[src/gae_pkg.sv]
// ----------------------------------------------------------------------------
// gae_pkg
// Types and constants shared by the airspeed estimator and its serial units.
// ----------------------------------------------------------------------------
package gae_pkg;

  typedef struct packed {
    logic signed [15:0] fuse_x;
    logic signed [15:0] fuse_y;
    logic signed [15:0] fuse_z;
    logic signed [15:0] vel_north;
    logic signed [15:0] vel_east;
    logic signed [15:0] vel_down;
    logic        [10:0] air_density;
  } item_t;

  typedef struct packed {
    logic [1:0]  status;
    logic [14:0] tas_filtered;
    logic [15:0] calibrated_airspeed;
  } result_t;

  // Result status codes.
  localparam logic [1:0] STATUS_TURN_SMALL    = 2'd0;
  localparam logic [1:0] STATUS_PUBLISHED     = 2'd1;
  localparam logic [1:0] STATUS_NOT_PUBLISHED = 2'd2;
  localparam logic [1:0] STATUS_REJECTED      = 2'd3;

  // Register indexes.
  localparam logic [1:0] REG_COS_THRESHOLD = 2'd0;
  localparam logic [1:0] REG_MAX_SPEED     = 2'd1;
  localparam logic [1:0] REG_FILTER_GAIN   = 2'd2;
  localparam logic [1:0] REG_READ_ONLY     = 2'd3;

  // Serial multiplier: parallel operand, serial operand, product.
  localparam int MUL_AW = 32;
  localparam int MUL_BW = 17;
  localparam int MUL_PW = MUL_AW + MUL_BW;

  // Divider: denominator and kept quotient widths.
  localparam int DEN_W = 34;
  localparam int QUO_W = 31;

  // Density of sea-level air in g/m^3.
  localparam logic [DEN_W-1:0] SEA_LEVEL_DENSITY = 34'd1225;

  function automatic logic [16:0] abs17(input logic signed [16:0] v);
    logic [16:0] r;
    r = v[16] ? 17'(-v) : 17'(v);
    return r;
  endfunction

endpackage

[src/gae_serial_mul.sv]
// ----------------------------------------------------------------------------
// gae_serial_mul
// Shift-add multiplier taking one bit of the serial operand per cycle.
// ----------------------------------------------------------------------------
module gae_serial_mul (
  input  logic                       clk,
  input  logic                       rst,
  input  logic                       start,
  input  logic [gae_pkg::MUL_AW-1:0] a,
  input  logic [gae_pkg::MUL_BW-1:0] b,
  output logic                       done,
  output logic [gae_pkg::MUL_PW-1:0] prod
);
  import gae_pkg::*;

  localparam int CNT_W = $clog2(MUL_BW + 1);

  logic [MUL_PW-1:0] areg;
  logic [MUL_BW-1:0] breg;
  logic [CNT_W-1:0]  cnt;
  logic              busy;

  always_ff @(posedge clk) begin
    if (rst) begin
      busy <= 1'b0;
      done <= 1'b0;
    end else begin
      done <= 1'b0;
      if (start) begin
        busy <= 1'b1;
        cnt  <= CNT_W'(MUL_BW);
        prod <= '0;
        areg <= MUL_PW'(a);
        breg <= b;
      end else if (busy) begin
        if (breg[0]) begin
          prod <= prod + areg;
        end
        areg <= areg << 1;
        breg <= breg >> 1;
        cnt  <= cnt - 1'b1;
        if (cnt == CNT_W'(1)) begin
          busy <= 1'b0;
          done <= 1'b1;
        end
      end
    end
  end

endmodule

[src/gae_serial_div.sv]
// ----------------------------------------------------------------------------
// gae_serial_div
// Restoring divider, one numerator bit per cycle. Quotient bits that fall
// above the kept width raise the overflow flag.
// ----------------------------------------------------------------------------
module gae_serial_div #(
  parameter int NUM_W = 62
) (
  input  logic                      clk,
  input  logic                      rst,
  input  logic                      start,
  input  logic [NUM_W-1:0]          num,
  input  logic [gae_pkg::DEN_W-1:0] den,
  output logic                      done,
  output logic [gae_pkg::QUO_W-1:0] quo,
  output logic                      ovf
);
  import gae_pkg::*;

  localparam int CNT_W = $clog2(NUM_W + 1);

  logic [NUM_W-1:0] nreg;
  logic [DEN_W-1:0] dreg;
  logic [DEN_W-1:0] rem;
  logic [CNT_W-1:0] cnt;
  logic             busy;
  logic [DEN_W:0]   trial;
  logic             fits;

  assign trial = {rem, nreg[NUM_W-1]};
  assign fits  = trial >= {1'b0, dreg};

  always_ff @(posedge clk) begin
    if (rst) begin
      busy <= 1'b0;
      done <= 1'b0;
    end else begin
      done <= 1'b0;
      if (start) begin
        busy <= 1'b1;
        cnt  <= CNT_W'(NUM_W);
        nreg <= num;
        dreg <= den;
        rem  <= '0;
        quo  <= '0;
        ovf  <= 1'b0;
      end else if (busy) begin
        rem  <= fits ? DEN_W'(trial - {1'b0, dreg}) : trial[DEN_W-1:0];
        quo  <= {quo[QUO_W-2:0], fits};
        ovf  <= ovf | quo[QUO_W-1];
        nreg <= nreg << 1;
        cnt  <= cnt - 1'b1;
        if (cnt == CNT_W'(1)) begin
          busy <= 1'b0;
          done <= 1'b1;
        end
      end
    end
  end

endmodule

[src/gae_serial_sqrt.sv]
// ----------------------------------------------------------------------------
// gae_serial_sqrt
// Digit-by-digit integer square root, two radicand bits per cycle.
// ----------------------------------------------------------------------------
module gae_serial_sqrt (
  input  logic                      clk,
  input  logic                      rst,
  input  logic                      start,
  input  logic [gae_pkg::QUO_W-1:0] radicand,
  output logic                      done,
  output logic [15:0]               root
);
  import gae_pkg::*;

  logic [31:0] rad;
  logic [18:0] rem;
  logic [4:0]  cnt;
  logic        busy;
  logic [18:0] cur;
  logic [18:0] trial;
  logic        fits;

  assign cur   = {rem[16:0], rad[31:30]};
  assign trial = {1'b0, root, 2'b01};
  assign fits  = cur >= trial;

  always_ff @(posedge clk) begin
    if (rst) begin
      busy <= 1'b0;
      done <= 1'b0;
    end else begin
      done <= 1'b0;
      if (start) begin
        busy <= 1'b1;
        cnt  <= 5'd16;
        rad  <= 32'(radicand);
        rem  <= '0;
        root <= '0;
      end else if (busy) begin
        rem  <= fits ? cur - trial : cur;
        root <= {root[14:0], fits};
        rad  <= rad << 2;
        cnt  <= cnt - 1'b1;
        if (cnt == 5'd1) begin
          busy <= 1'b0;
          done <= 1'b1;
        end
      end
    end
  end

endmodule

[src/gps_airspeed_estimator.sv]
// ----------------------------------------------------------------------------
// gps_airspeed_estimator
// Wind-triangle airspeed estimate from attitude and GPS velocity changes.
// ----------------------------------------------------------------------------
// Usage: an input request on item (item_valid/item_ready) carries the
// fuselage unit vector, GPS velocity and air density. Each request yields
// exactly one result request on result (result_valid/result_ready) with a
// status, the filtered true airspeed and, when published, the calibrated
// airspeed. Registers are to be written over the APB port while the block
// is idle; the block itself does not enforce this. One item is worked at
// a time; item_ready is high only between items. All arithmetic runs on a
// bit-serial multiplier, a restoring divider and a square-root unit, each
// started from a sequencer. An item with too small a turn uses the three
// dot-product steps only; a published one takes fourteen products, two
// divides and two square roots.
// The finished result sits in an output register, so a stalled receiver
// only holds back the next item. Reset restores the register defaults,
// the stored vector (unit north), zero velocity and zero airspeed.
// ----------------------------------------------------------------------------
module gps_airspeed_estimator #(
  parameter int FUSE_FRAC_BITS = 14
) (
  input  logic             clk,
  input  logic             rst,
  input  logic             item_valid,
  output logic             item_ready,
  input  gae_pkg::item_t   item,
  output logic             result_valid,
  input  logic             result_ready,
  output gae_pkg::result_t result,
  input  logic             psel,
  input  logic             penable,
  input  logic             pwrite,
  input  logic [3:0]       paddr,
  input  logic [31:0]      pwdata,
  output logic [31:0]      prdata,
  output logic             pready
);
  import gae_pkg::*;

  localparam int NUM_W = 34 + 2 * FUSE_FRAC_BITS;
  localparam int THR_W = 15 + FUSE_FRAC_BITS;
  localparam int CMP_W = (THR_W > 34) ? THR_W : 34;
  localparam logic [31:0] ONE_F = 32'd1 << FUSE_FRAC_BITS;
  localparam logic [15:0] LF_RESET = ONE_F[15:0];

  typedef enum logic [3:0] {
    S_IDLE  = 4'b0001,
    S_ISSUE = 4'b0010,
    S_WAIT  = 4'b0100,
    S_OUT   = 4'b1000
  } state_t;

  typedef enum logic [4:0] {
    STP_DOT0, STP_DOT1, STP_DOT2,
    STP_DV0, STP_DV1, STP_DV2,
    STP_DF0, STP_DF1, STP_DF2,
    STP_MSQ, STP_DIVS, STP_SQS,
    STP_G1, STP_G2, STP_FF, STP_FR,
    STP_DIVC, STP_SQC
  } step_t;

  state_t state;
  step_t  step;

  logic [14:0] cos_threshold;
  logic [14:0] max_speed;
  logic [8:0]  filter_gain;
  logic        read_only;

  logic [15:0] last_fuse [3];
  logic [15:0] last_vel  [3];
  logic [14:0] filtered_speed;

  item_t               item_q;
  logic signed [33:0]  dot_acc;
  logic [33:0]         dv2;
  logic [33:0]         df2;
  logic [29:0]         msq;
  logic [14:0]         speed;
  logic [23:0]         filt_acc;
  logic [29:0]         filt_sq;
  logic [40:0]         target;
  logic [15:0]         cas;
  logic [1:0]          res_status;

  // APB port.
  logic apb_write;
  assign pready    = 1'b1;
  assign apb_write = psel & penable & pwrite;

  always_comb begin
    unique case (paddr[3:2])
      REG_COS_THRESHOLD: prdata = 32'(cos_threshold);
      REG_MAX_SPEED:     prdata = 32'(max_speed);
      REG_FILTER_GAIN:   prdata = 32'(filter_gain);
      REG_READ_ONLY:     prdata = 32'(read_only);
      default:           prdata = '0;
    endcase
  end

  always_ff @(posedge clk) begin
    if (rst) begin
      cos_threshold <= 15'd16322;
      max_speed     <= 15'd30000;
      filter_gain   <= 9'd51;
      read_only     <= 1'b0;
    end else if (apb_write) begin
      unique case (paddr[3:2])
        REG_COS_THRESHOLD: cos_threshold <= pwdata[14:0];
        REG_MAX_SPEED:     max_speed     <= pwdata[14:0];
        REG_FILTER_GAIN:   filter_gain   <= pwdata[8:0];
        REG_READ_ONLY:     read_only     <= pwdata[0];
        default: ;
      endcase
    end
  end

  // Component views of the held item.
  logic [15:0] cur_fuse [3];
  logic [15:0] cur_vel  [3];
  logic [16:0] f_abs  [3];
  logic [16:0] lf_abs [3];
  logic [16:0] dv_abs [3];
  logic [16:0] df_abs [3];
  logic        f_neg  [3];

  assign cur_fuse[0] = item_q.fuse_x;
  assign cur_fuse[1] = item_q.fuse_y;
  assign cur_fuse[2] = item_q.fuse_z;
  assign cur_vel[0]  = item_q.vel_north;
  assign cur_vel[1]  = item_q.vel_east;
  assign cur_vel[2]  = item_q.vel_down;

  always_comb begin
    for (int i = 0; i < 3; i++) begin
      f_abs[i]  = abs17({cur_fuse[i][15], cur_fuse[i]});
      lf_abs[i] = abs17({last_fuse[i][15], last_fuse[i]});
      dv_abs[i] = abs17(17'({cur_vel[i][15], cur_vel[i]} - {last_vel[i][15], last_vel[i]}));
      df_abs[i] = abs17(17'({cur_fuse[i][15], cur_fuse[i]}
                           - {last_fuse[i][15], last_fuse[i]}));
      f_neg[i]  = cur_fuse[i][15] ^ last_fuse[i][15];
    end
  end

  // Unit control.
  logic [MUL_AW-1:0] mul_a;
  logic [MUL_BW-1:0] mul_b;
  logic [MUL_PW-1:0] mul_p;
  logic              mul_done;
  logic [NUM_W-1:0]  div_num;
  logic [DEN_W-1:0]  div_den;
  logic [QUO_W-1:0]  div_quo;
  logic              div_ovf;
  logic              div_done;
  logic [15:0]       sq_root;
  logic              sq_done;
  logic              is_div;
  logic              is_sqrt;
  logic              unit_done;
  logic [8:0]        gain_sat;

  assign gain_sat = filter_gain[8] ? 9'd256 : filter_gain;
  assign is_div   = (step == STP_DIVS) || (step == STP_DIVC);
  assign is_sqrt  = (step == STP_SQS) || (step == STP_SQC);
  assign unit_done = is_div ? div_done : (is_sqrt ? sq_done : mul_done);

  always_comb begin
    mul_a = '0;
    mul_b = '0;
    case (step)
      STP_DOT0: begin mul_a = 32'(f_abs[0]);  mul_b = lf_abs[0]; end
      STP_DOT1: begin mul_a = 32'(f_abs[1]);  mul_b = lf_abs[1]; end
      STP_DOT2: begin mul_a = 32'(f_abs[2]);  mul_b = lf_abs[2]; end
      STP_DV0:  begin mul_a = 32'(dv_abs[0]); mul_b = dv_abs[0]; end
      STP_DV1:  begin mul_a = 32'(dv_abs[1]); mul_b = dv_abs[1]; end
      STP_DV2:  begin mul_a = 32'(dv_abs[2]); mul_b = dv_abs[2]; end
      STP_DF0:  begin mul_a = 32'(df_abs[0]); mul_b = df_abs[0]; end
      STP_DF1:  begin mul_a = 32'(df_abs[1]); mul_b = df_abs[1]; end
      STP_DF2:  begin mul_a = 32'(df_abs[2]); mul_b = df_abs[2]; end
      STP_MSQ:  begin mul_a = 32'(max_speed); mul_b = 17'(max_speed); end
      STP_G1:   begin mul_a = 32'(speed); mul_b = 17'(gain_sat); end
      STP_G2:   begin mul_a = 32'(filtered_speed); mul_b = 17'(9'd256 - gain_sat); end
      STP_FF:   begin mul_a = 32'(filtered_speed); mul_b = 17'(filtered_speed); end
      STP_FR:   begin mul_a = 32'(filt_sq); mul_b = 17'(item_q.air_density); end
      default: ;
    endcase
  end

  always_comb begin
    if (step == STP_DIVC) begin
      div_num = NUM_W'(target);
      div_den = SEA_LEVEL_DENSITY;
    end else begin
      div_num = {dv2, {(2 * FUSE_FRAC_BITS){1'b0}}};
      div_den = df2;
    end
  end

  logic issue;
  assign issue = (state == S_ISSUE);

  gae_serial_mul u_mul (
    .clk   (clk),
    .rst   (rst),
    .start (issue && !is_div && !is_sqrt),
    .a     (mul_a),
    .b     (mul_b),
    .done  (mul_done),
    .prod  (mul_p)
  );

  gae_serial_div #(.NUM_W(NUM_W)) u_div (
    .clk   (clk),
    .rst   (rst),
    .start (issue && is_div),
    .num   (div_num),
    .den   (div_den),
    .done  (div_done),
    .quo   (div_quo),
    .ovf   (div_ovf)
  );

  gae_serial_sqrt u_sqrt (
    .clk      (clk),
    .rst      (rst),
    .start    (issue && is_sqrt),
    .radicand (div_quo),
    .done     (sq_done),
    .root     (sq_root)
  );

  // Arithmetic on unit results.
  logic signed [33:0] dot_next;
  logic [33:0]        dot_mag;
  logic               turn_ok;
  logic [25:0]        filt_sum;
  logic               f_neg_cur;

  always_comb begin
    case (step)
      STP_DOT1: f_neg_cur = f_neg[1];
      STP_DOT2: f_neg_cur = f_neg[2];
      default:  f_neg_cur = f_neg[0];
    endcase
  end

  assign dot_next = f_neg_cur ? dot_acc - $signed({2'b00, mul_p[31:0]})
                              : dot_acc + $signed({2'b00, mul_p[31:0]});
  assign dot_mag  = dot_next[33] ? 34'(-dot_next) : 34'(dot_next);
  assign turn_ok  = CMP_W'(dot_mag) < CMP_W'({cos_threshold, {FUSE_FRAC_BITS{1'b0}}});
  assign filt_sum = 26'(filt_acc) + 26'(mul_p[23:0]) + 26'd128;

  always_ff @(posedge clk) begin
    if (rst) begin
      state          <= S_IDLE;
      step           <= STP_DOT0;
      result_valid   <= 1'b0;
      filtered_speed <= '0;
      last_fuse[0]   <= LF_RESET;
      last_fuse[1]   <= '0;
      last_fuse[2]   <= '0;
      last_vel[0]    <= '0;
      last_vel[1]    <= '0;
      last_vel[2]    <= '0;
    end else begin
      // In S_OUT the output register is reloaded below instead.
      if (result_valid && result_ready && (state != S_OUT)) begin
        result_valid <= 1'b0;
      end
      unique case (state)
        S_IDLE: begin
          if (item_valid) begin
            item_q  <= item;
            dot_acc <= '0;
            dv2     <= '0;
            df2     <= '0;
            cas     <= '0;
            step    <= STP_DOT0;
            state   <= S_ISSUE;
          end
        end
        S_ISSUE: begin
          state <= S_WAIT;
        end
        S_WAIT: begin
          if (unit_done) begin
            state <= S_ISSUE;
            case (step) inside
              STP_DOT0, STP_DOT1: begin
                dot_acc <= dot_next;
                step    <= step_t'(step + 1'b1);
              end
              STP_DOT2: begin
                dot_acc <= dot_next;
                if (turn_ok) begin
                  step <= STP_DV0;
                end else begin
                  res_status <= STATUS_TURN_SMALL;
                  state      <= S_OUT;
                end
              end
              STP_DV0, STP_DV1, STP_DV2: begin
                dv2  <= dv2 + mul_p[33:0];
                step <= step_t'(step + 1'b1);
              end
              STP_DF0, STP_DF1, STP_DF2: begin
                df2  <= df2 + mul_p[33:0];
                step <= step_t'(step + 1'b1);
              end
              STP_MSQ: begin
                msq <= mul_p[29:0];
                if (df2 == '0) begin
                  res_status <= STATUS_REJECTED;
                  state      <= S_OUT;
                end else begin
                  step <= STP_DIVS;
                end
              end
              STP_DIVS: begin
                // A quotient at or above max_speed squared means s >= max_speed.
                if (div_ovf || (div_quo >= QUO_W'(msq))) begin
                  res_status <= STATUS_REJECTED;
                  state      <= S_OUT;
                end else begin
                  step <= STP_SQS;
                end
              end
              STP_SQS: begin
                speed <= sq_root[14:0];
                for (int i = 0; i < 3; i++) begin
                  last_fuse[i] <= cur_fuse[i];
                  last_vel[i]  <= cur_vel[i];
                end
                if (read_only) begin
                  res_status <= STATUS_NOT_PUBLISHED;
                  state      <= S_OUT;
                end else begin
                  step <= STP_G1;
                end
              end
              STP_G1: begin
                filt_acc <= mul_p[23:0];
                step     <= STP_G2;
              end
              STP_G2: begin
                filtered_speed <= filt_sum[22:8];
                step           <= STP_FF;
              end
              STP_FF: begin
                filt_sq <= mul_p[29:0];
                step    <= STP_FR;
              end
              STP_FR: begin
                target <= mul_p[40:0];
                step   <= STP_DIVC;
              end
              STP_DIVC: begin
                step <= STP_SQC;
              end
              default: begin
                cas        <= sq_root;
                res_status <= STATUS_PUBLISHED;
                state      <= S_OUT;
              end
            endcase
          end
        end
        S_OUT: begin
          if (!result_valid || result_ready) begin
            result.status              <= res_status;
            result.tas_filtered        <= filtered_speed;
            result.calibrated_airspeed <= cas;
            result_valid               <= 1'b1;
            state                      <= S_IDLE;
          end
        end
        default: state <= S_IDLE;
      endcase
    end
  end

  assign item_ready = (state == S_IDLE);

endmodule

[config.mk]
export PLATFORM = sky130hd
export DESIGN_NAME = gps_airspeed_estimator
export DESIGN_NICKNAME = d
export VERILOG_FILES = /design/src/gae_pkg.sv /design/src/gae_serial_mul.sv /design/src/gae_serial_div.sv /design/src/gae_serial_sqrt.sv /design/src/gps_airspeed_estimator.sv
export SDC_FILE = /design/constraint.sdc
export NUM_CORES = 2
export LEC_CHECK = 0
export ABC_AREA = 1
export BUFFER_PORTS_ARGS = -buffer_cell sky130_fd_sc_hd__clkbuf_2
export CELL_PAD_IN_SITES_DETAIL_PLACEMENT = 1
export CELL_PAD_IN_SITES_GLOBAL_PLACEMENT = 1
export CORE_MARGIN = 5
export CORE_UTILIZATION = 48
export CTS_BUF_LIST = sky130_fd_sc_hd__clkbuf_4 sky130_fd_sc_hd__clkbuf_8 sky130_fd_sc_hd__clkbuf_16
export DETAILED_ROUTE_END_ITERATION = 8
export PLACE_DENSITY = 0.8
export REMOVE_ABC_BUFFERS = 1
export SLEW_MARGIN = 20
export SYNTH_ARGS = -nofsm -noshare
export SYNTH_HDL_FRONTEND = slang
export SYNTH_SLANG_ARGS = --single-unit
[constraint.sdc]
create_clock -name clk -period 15.1 [get_ports clk]
set_input_delay 0.755 -clock clk [delete_from_list [all_inputs] [get_ports clk]]
set_output_delay 0.755 -clock clk [all_outputs]
set_load 0.02 [all_outputs]
Word-level counts from Yosys, hierarchy flattened
Memories as Yosys holds them, arrays and structs flattened.
Index checks and enable logic that the tools add are counted.

storage, ports and cells
  memory bits (writable) = 96
  bits in registers = 828
  logic and storage cells = 390
  memories kept = 2
  input bits = 150
  output and inout port bits = 68

memory list
  memory     words  width  rd ports  clocked after Yosys merged registers in  write ports  line                          source
  last_fuse  3      16     3         0                                        3            gps_airspeed_estimator.sv:71  logic [15:0] last_fuse [3];
  last_vel   3      16     3         0                                        3            gps_airspeed_estimator.sv:72  logic [15:0] last_vel [3];

cells by class
  muxes and demuxes = 161
  equal/unequal tests = 62
  $add $sub $neg = 33
  bitwise operators = 26
  reductions and logical operators = 52
  order comparisons = 4

operators by type and width
  kind                                                                    count
  34-bit two-way mux                                                      17
  30-bit case mux with 13 select lines                                    1
  16-bit two-way mux                                                      21
  17-bit two-way mux                                                      16
  17-bit case mux with 14 select lines                                    1
  34-bit case mux with 2 select lines                                     3
  62-bit two-way mux                                                      3
  49-bit two-way mux                                                      3
  32-bit case mux with 4 select lines                                     1
  16-bit negator with 17-bit output                                       6
  17-bit negator                                                          6
  16-bit by 16-bit subtractor with 17-bit output                          6
  5-bit two-way mux                                                       20
  4-bit two-way mux                                                       19
  34-bit adder                                                            2
  32-bit two-way mux                                                      2
  31-bit two-way mux                                                      2
  49-bit adder                                                            1
  5-bit by 4-bit equality test with 1-bit output (second input constant)  8
  2-bit inequality test (second input constant)                           20
  35-bit by 34-bit >= comparator with 1-bit output                        1
  34-bit by 33-bit adder with 34-bit output                               1
  34-bit zero test                                                        1
  34-bit by 29-bit < comparator with 1-bit output                         1
  other kinds (64)                                                        176

Longest topological paths before layout
  depth in word-level cells = 15
  mapped depth = 46
  depth with buffers taken out = 43

By module
Synthesis repeated with hierarchy kept, for this count alone.

second synthesis, totals
  cells, all modules = 8,307
  area total of the unflattened synthesis = 63,644.8 µm²

modules (own cells, without submodules)
  module                  area an instance (µm²)  cells an instance  sequential area each (µm²)  instances
  gps_airspeed_estimator  40,654.0                5,308              16,165.5                    1
  gae_serial_div          9,675.5                 1,157              5,084.9                     1
  gae_serial_mul          9,091.2                 1,336              3,643.5                     1
  gae_serial_sqrt         4,224.1                 506                2,142.1                     1

Worst setup path before layout
No wires, ideal clock.

  kind = flip-flop to flip-flop
  from = register step[0]
  to = register u_div.cnt[0], enable pin
  setup time = 0.815 ns
  clock period less this slack = 11.626 ns
  setup slack = 3.474 ns
  data required time = 14.285 ns
  cell stages (with the launch flop) = 11
  arrival = 10.811 ns
  path buffers = 0
  path through = dfxtp_1 > inv_1 > ha_1 > inv_1 > nor3_1 > inv_1 > nand2_1 > inv_1 > nor2_1 > inv_1 > o21ai_0

on the way
  cells in the longest elaborated chain, start to end = 5
  elaborated cells between the ends (all ways) = 6
  those cells by class = eq/ne: 2; reduce/logical: 4

RTL lines
  what                                                                                          line                           source
  start: declaration                                                                            gps_airspeed_estimator.sv:64   step_t step;
  start signal: assignment                                                                      gps_airspeed_estimator.sv:292  step <= step_t'(step + 1'b1);
  start signal: assignment                                                                      gps_airspeed_estimator.sv:305  step <= step_t'(step + 1'b1);
  start signal: assignment                                                                      gps_airspeed_estimator.sv:309  step <= step_t'(step + 1'b1);
  5-bit by 4-bit equality test with 1-bit output / 5-bit equality test (equally long branches)  gps_airspeed_estimator.sv:164  assign is_div = (step == STP_DIVS) || (step == STP_DIVC);
  1-bit logical OR *                                                                            gps_airspeed_estimator.sv:164
  1-bit logical AND *                                                                           gps_airspeed_estimator.sv:216  .start (issue && is_div),
  2-bit nonzero test (no source line) *                                                         -
  2-bit AND reduction (no source line) *                                                        -
  end signal: assignment                                                                        gae_serial_div.sv:41           cnt <= CNT_W'(NUM_W);
  end signal: assignment                                                                        gae_serial_div.sv:52           cnt <= cnt - 1'b1;
  end: declaration                                                                              gae_serial_div.sv:25           logic [CNT_W-1:0] cnt;

Mark *: on every way between the ends. The rest lies on a longest branch, timed or not.
A chain may end at the register's enable or synchronous reset.

Final worst setup path
  from = register step[0]
  to = register res_status[1], enable pin

on the way
  cells in the longest elaborated chain, start to end = 8
  elaborated cells between the ends (all ways) = 43
  those cells by class = add/sub: 1; order compare: 1; eq/ne: 28; mux: 5; bitwise: 1; reduce/logical: 7

RTL lines
  what                                                                                                                     line                           source
  5-bit by 2-bit equality test with 1-bit output / 5-bit by 1-bit equality test with 1-bit output (equally long branches)  gps_airspeed_estimator.sv:241  case (step)
  1-bit case mux with 2 select lines                                                                                       gps_airspeed_estimator.sv:241
  34-bit two-way mux                                                                                                       gps_airspeed_estimator.sv:248  assign dot_next = f_neg_cur ? dot_acc - $signed({2'b00, mul_p[31:0]})
  34-bit negator                                                                                                           gps_airspeed_estimator.sv:250  assign dot_mag = dot_next[33] ? 34'(-dot_next) : 34'(dot_next);
  34-bit two-way mux                                                                                                       gps_airspeed_estimator.sv:250
  34-bit by 29-bit < comparator with 1-bit output                                                                          gps_airspeed_estimator.sv:251  assign turn_ok = CMP_W'(dot_mag) < CMP_W'({cos_threshold, {FUSE_FRAC_BITS{1'b0}}});
  2-bit inequality test (no source line)                                                                                   -
  15-bit AND reduction (no source line) *                                                                                  -
  end signal: assignment                                                                                                   gps_airspeed_estimator.sv:299  res_status <= STATUS_TURN_SMALL;
  end signal: assignment                                                                                                   gps_airspeed_estimator.sv:314  res_status <= STATUS_REJECTED;
  end signal: assignment                                                                                                   gps_airspeed_estimator.sv:323  res_status <= STATUS_REJECTED;
  end: declaration                                                                                                         gps_airspeed_estimator.sv:85   logic [1:0] res_status;

Marked as above.

==> run metrics <==
outcome=complete, no violations; Total GRT Usage=31.37%; Ports=~220; post-synthesis sequential area ratio=between 40% and 50%; Setup violations, final=0; placed cell count=between 8000 and 9000; post-synth cell types=69; worst setup path class=reg -> reg; GR peak layer=met2; cts repair resizes=0; row count=128; Worst slew margin=between 10% and 20%; minimum hold slack=between 0.15 and 0.2 ns; Synth Flop Type=edfxtp_1; final cycle utilization of the critical path=49.96%; internal reg-to-reg setup slack=roughly 7.6 ns; crit end category=register; Leakage=~0.029 uW; Worst-Skew Late Latency=between 0.7 and 0.8 ns; crit start category=register; Final Net Count=about 7900; global-route wire length before repair=approximately 320000 microns; critical register-to-register path startpoint=step[0]; Post-synth EDFFs=around 840; fmax=roughly 0.13 GHz; most common cell in the netlist=nand2_1; H-tree levels=3; CTS tree=done; top cell type's share of synthesized area=a little over two fifths; Critical Path AT=about 8 ns; total CTS buffers=between 100 and 150; clock sink count=between 900 and 1000; Hold Crit Class=in -> reg; total setup buffers inserted after CTS=0; met3 Resource Use GR=under 10%; synthesized cell area=58590 sq um; root buffer cell=clkbuf_16; top cells by count, synth=nand2_1, inv_1, edfxtp_1, nor2_1, a21oi_1; Fin. Hold Viols=0; Largest stage delay, worst path=0.65 ns; proportion of layout cells with a drive suffix above 1=about 7.6%; top cell type by total area after synthesis=edfxtp_1; Vias=52620; reg2reg end=res_status[1]; max-slew violations=0; die width=359.4 microns; Post-Layout Cell Count=9039; die area=around 130000 sq um; gpl congestion=about 0.98; PwrDens=137.1 nW/um^2; Synth Warn #=0; syn avg cell area=between 8 and 9 sq um; Layout Utilization=a little over half; final HPWL from detailed placement=around 160000 microns; I/O Buffers=180; number of synthesized register bits=908; Synth async-reset ratio=0%; drt drc=0; Final ANT Viol Nets=0; initial core utilization=between 40% and 50%; P&R area growth vs syn=11.29%; Die H=around 360 microns; met2 global-route usage=between 50 and 60%; total grt overflow=0; Cells after Synth=between 7000 and 8000; Via-to-Cell Ratio=around 5.8; Hold Path Stages=1; vias in the first global route=~54000; CTS clock-pin slew for the worst setup and hold paths=roughly 0.06 ns; WP data required=15.60 ns; max-cap viol count=0; met1 GRT Util=40.85%; worst r2r path cells=33; WL final=~210000 microns; cts hold-fix bufs=0; core area=approximately 120000 sq um; first-pass iteration count of the detailed router=6; clock tree buffer depth=3; measured slew at the worst slew-check pin=around 1.3 ns; worst min-delay path startpoint=item[87]; DR iter-0 viols=roughly 4700; VDD IR max=between 0.0001 and 0.00015 V; initial antenna violation count=17; worst clock skew=~0.034 ns; RSZ-0062 raised after global routing=no; min cycle time layout=7.544 ns; Hold EP=cur_fuse[28]; largest net degree at the start of global routing=79; Slowest cell on crit path=nor2_4; # fillers=14650; detailed-route wire length per cell=23.08 microns; Max FO, Critical Path=25; Synth area leaders=edfxtp_1, nand2_1, ha_1
==> sequential cells by signal, summed over array words and instances (netlist names), 41 cells and up <==
name        count
cur_fuse       48
u_mul.prod     41
last_vel       48
cur_vel        48
target         41
u_div.nreg     62
last_fuse      48
u_mul.areg     41
==> per-layer routing <==
| layer | share of wire [%] | vias up |
|---|---|---|
| met2 | 47 | 1761 |
| met1 | 42 | 25920 |
| met5 | 0.021 | - |
| li1 | - | 24490 |
| met3 | 7.0 | 442 |
| met4 | 4.6 | 6 |
==> cell usage in the layout (no fill, tap or decap), types with 17 or more instances in the layout <==
| cell type | instances |
|---|---|
| clkbuf_16 | 111 |
| inv_1 | 1036 |
| clkbuf_4 | 30 |
| xnor2_1 | 62 |
| o21bai_1 | 27 |
| xor2_1 | 125 |
| nand2_1 | 1529 |
| or2_2 | 23 |
| ha_1 | 396 |
| nand3_1 | 366 |
| o211ai_1 | 32 |
| clkinv_1 | 17 |
| a211oi_1 | 19 |
| nor2_1 | 701 |
| buf_4 | 71 |
| a21oi_1 | 597 |
| o21ai_0 | 452 |
| clkbuf_2 | 180 |
| conb_1 | 18 |
| o22ai_1 | 19 |
| a21o_1 | 25 |
| nor4_1 | 32 |
| edfxtp_1 | 837 |
| o21a_1 | 47 |
| nor3_1 | 135 |
| a31oi_1 | 56 |
| nand3b_1 | 22 |
| nand4_1 | 93 |
| dfxtp_1 | 71 |
==> where the power goes <==
group	total, uW	internal [uW]	switching [uW]
combinational	3160	930	2220
clock	2740	1610	1130
sequential	3040	2920	120
==> cell type report <==
cell class	instances	area [sq um]	area share [%]
Sequential cell	908	26560	40.73
Timing Repair Buffer	254	1493	2.289
Antenna cell	5	12.51	0.01919
Inverter	1055	3964	6.079
Multi-Input combinational cell	4993	27470	42.13
Clock inverter	50	561.8	0.8616
Tap cell	1625	2033	3.118
Clock buffer	149	3113	4.774
==> worst max-delay path: cells and delay by family (launching register included) <==
family,cells,cell delay (ns)
adders and majority gates,3,0.83
buffers and inverters,4,0.78
DFF,1,0.45
xor gates and xnor gates,2,0.58
AOI/OAI and AO/OA,9,1.44
and+or+nand+nor,15,3.15
==> per-stage QoR <==
step           area, sq um  setup TNS [ns]  total power, uW  setup slack (ns)
6_report             65210               0             8937             7.556
5_1_grt              65200               0             9412             6.916
4_1_cts              65150               0             8924             7.641
3_5_place_dp         61480               0             6167             7.692
3_3_place_gp         61440               0             6043             7.852
2_1_floorplan        57820         -686.48             5142            -5.086
==> logic make-up after synthesis <==
logic type,after synthesis,synth area share (%)
AND/OR/NAND/NOR,2988,21.52
adder cells (fa/ha/maj),408,8.853
buffers and inverters,1235,8.179
XOR/XNOR,189,2.851
flip-flops,908,45.32
other,2,0.01282
AO/OA/AOI/OAI,1390,13.26
==> how the worst max path moves through the flow <==
| stage | start | end | slack, ns | depth (start not counted) |
|---|---|---|---|---|
| final | step[0] | res_status[1] | 7.56 | 33 |
| after global placement | step[0] | res_status[0] | 7.85 | 33 |
| after detailed placement | step[0] | res_status[0] | 7.69 | 33 |
| after CTS | step[0] | res_status[0] | 7.64 | 33 |
| after floorplan | step[0] | u_div.cnt[0] | -5.09 | 10 |
| after global routing | step[0] | res_status[0] | 6.92 | 33 |
(Power assumes the default switching activity.)
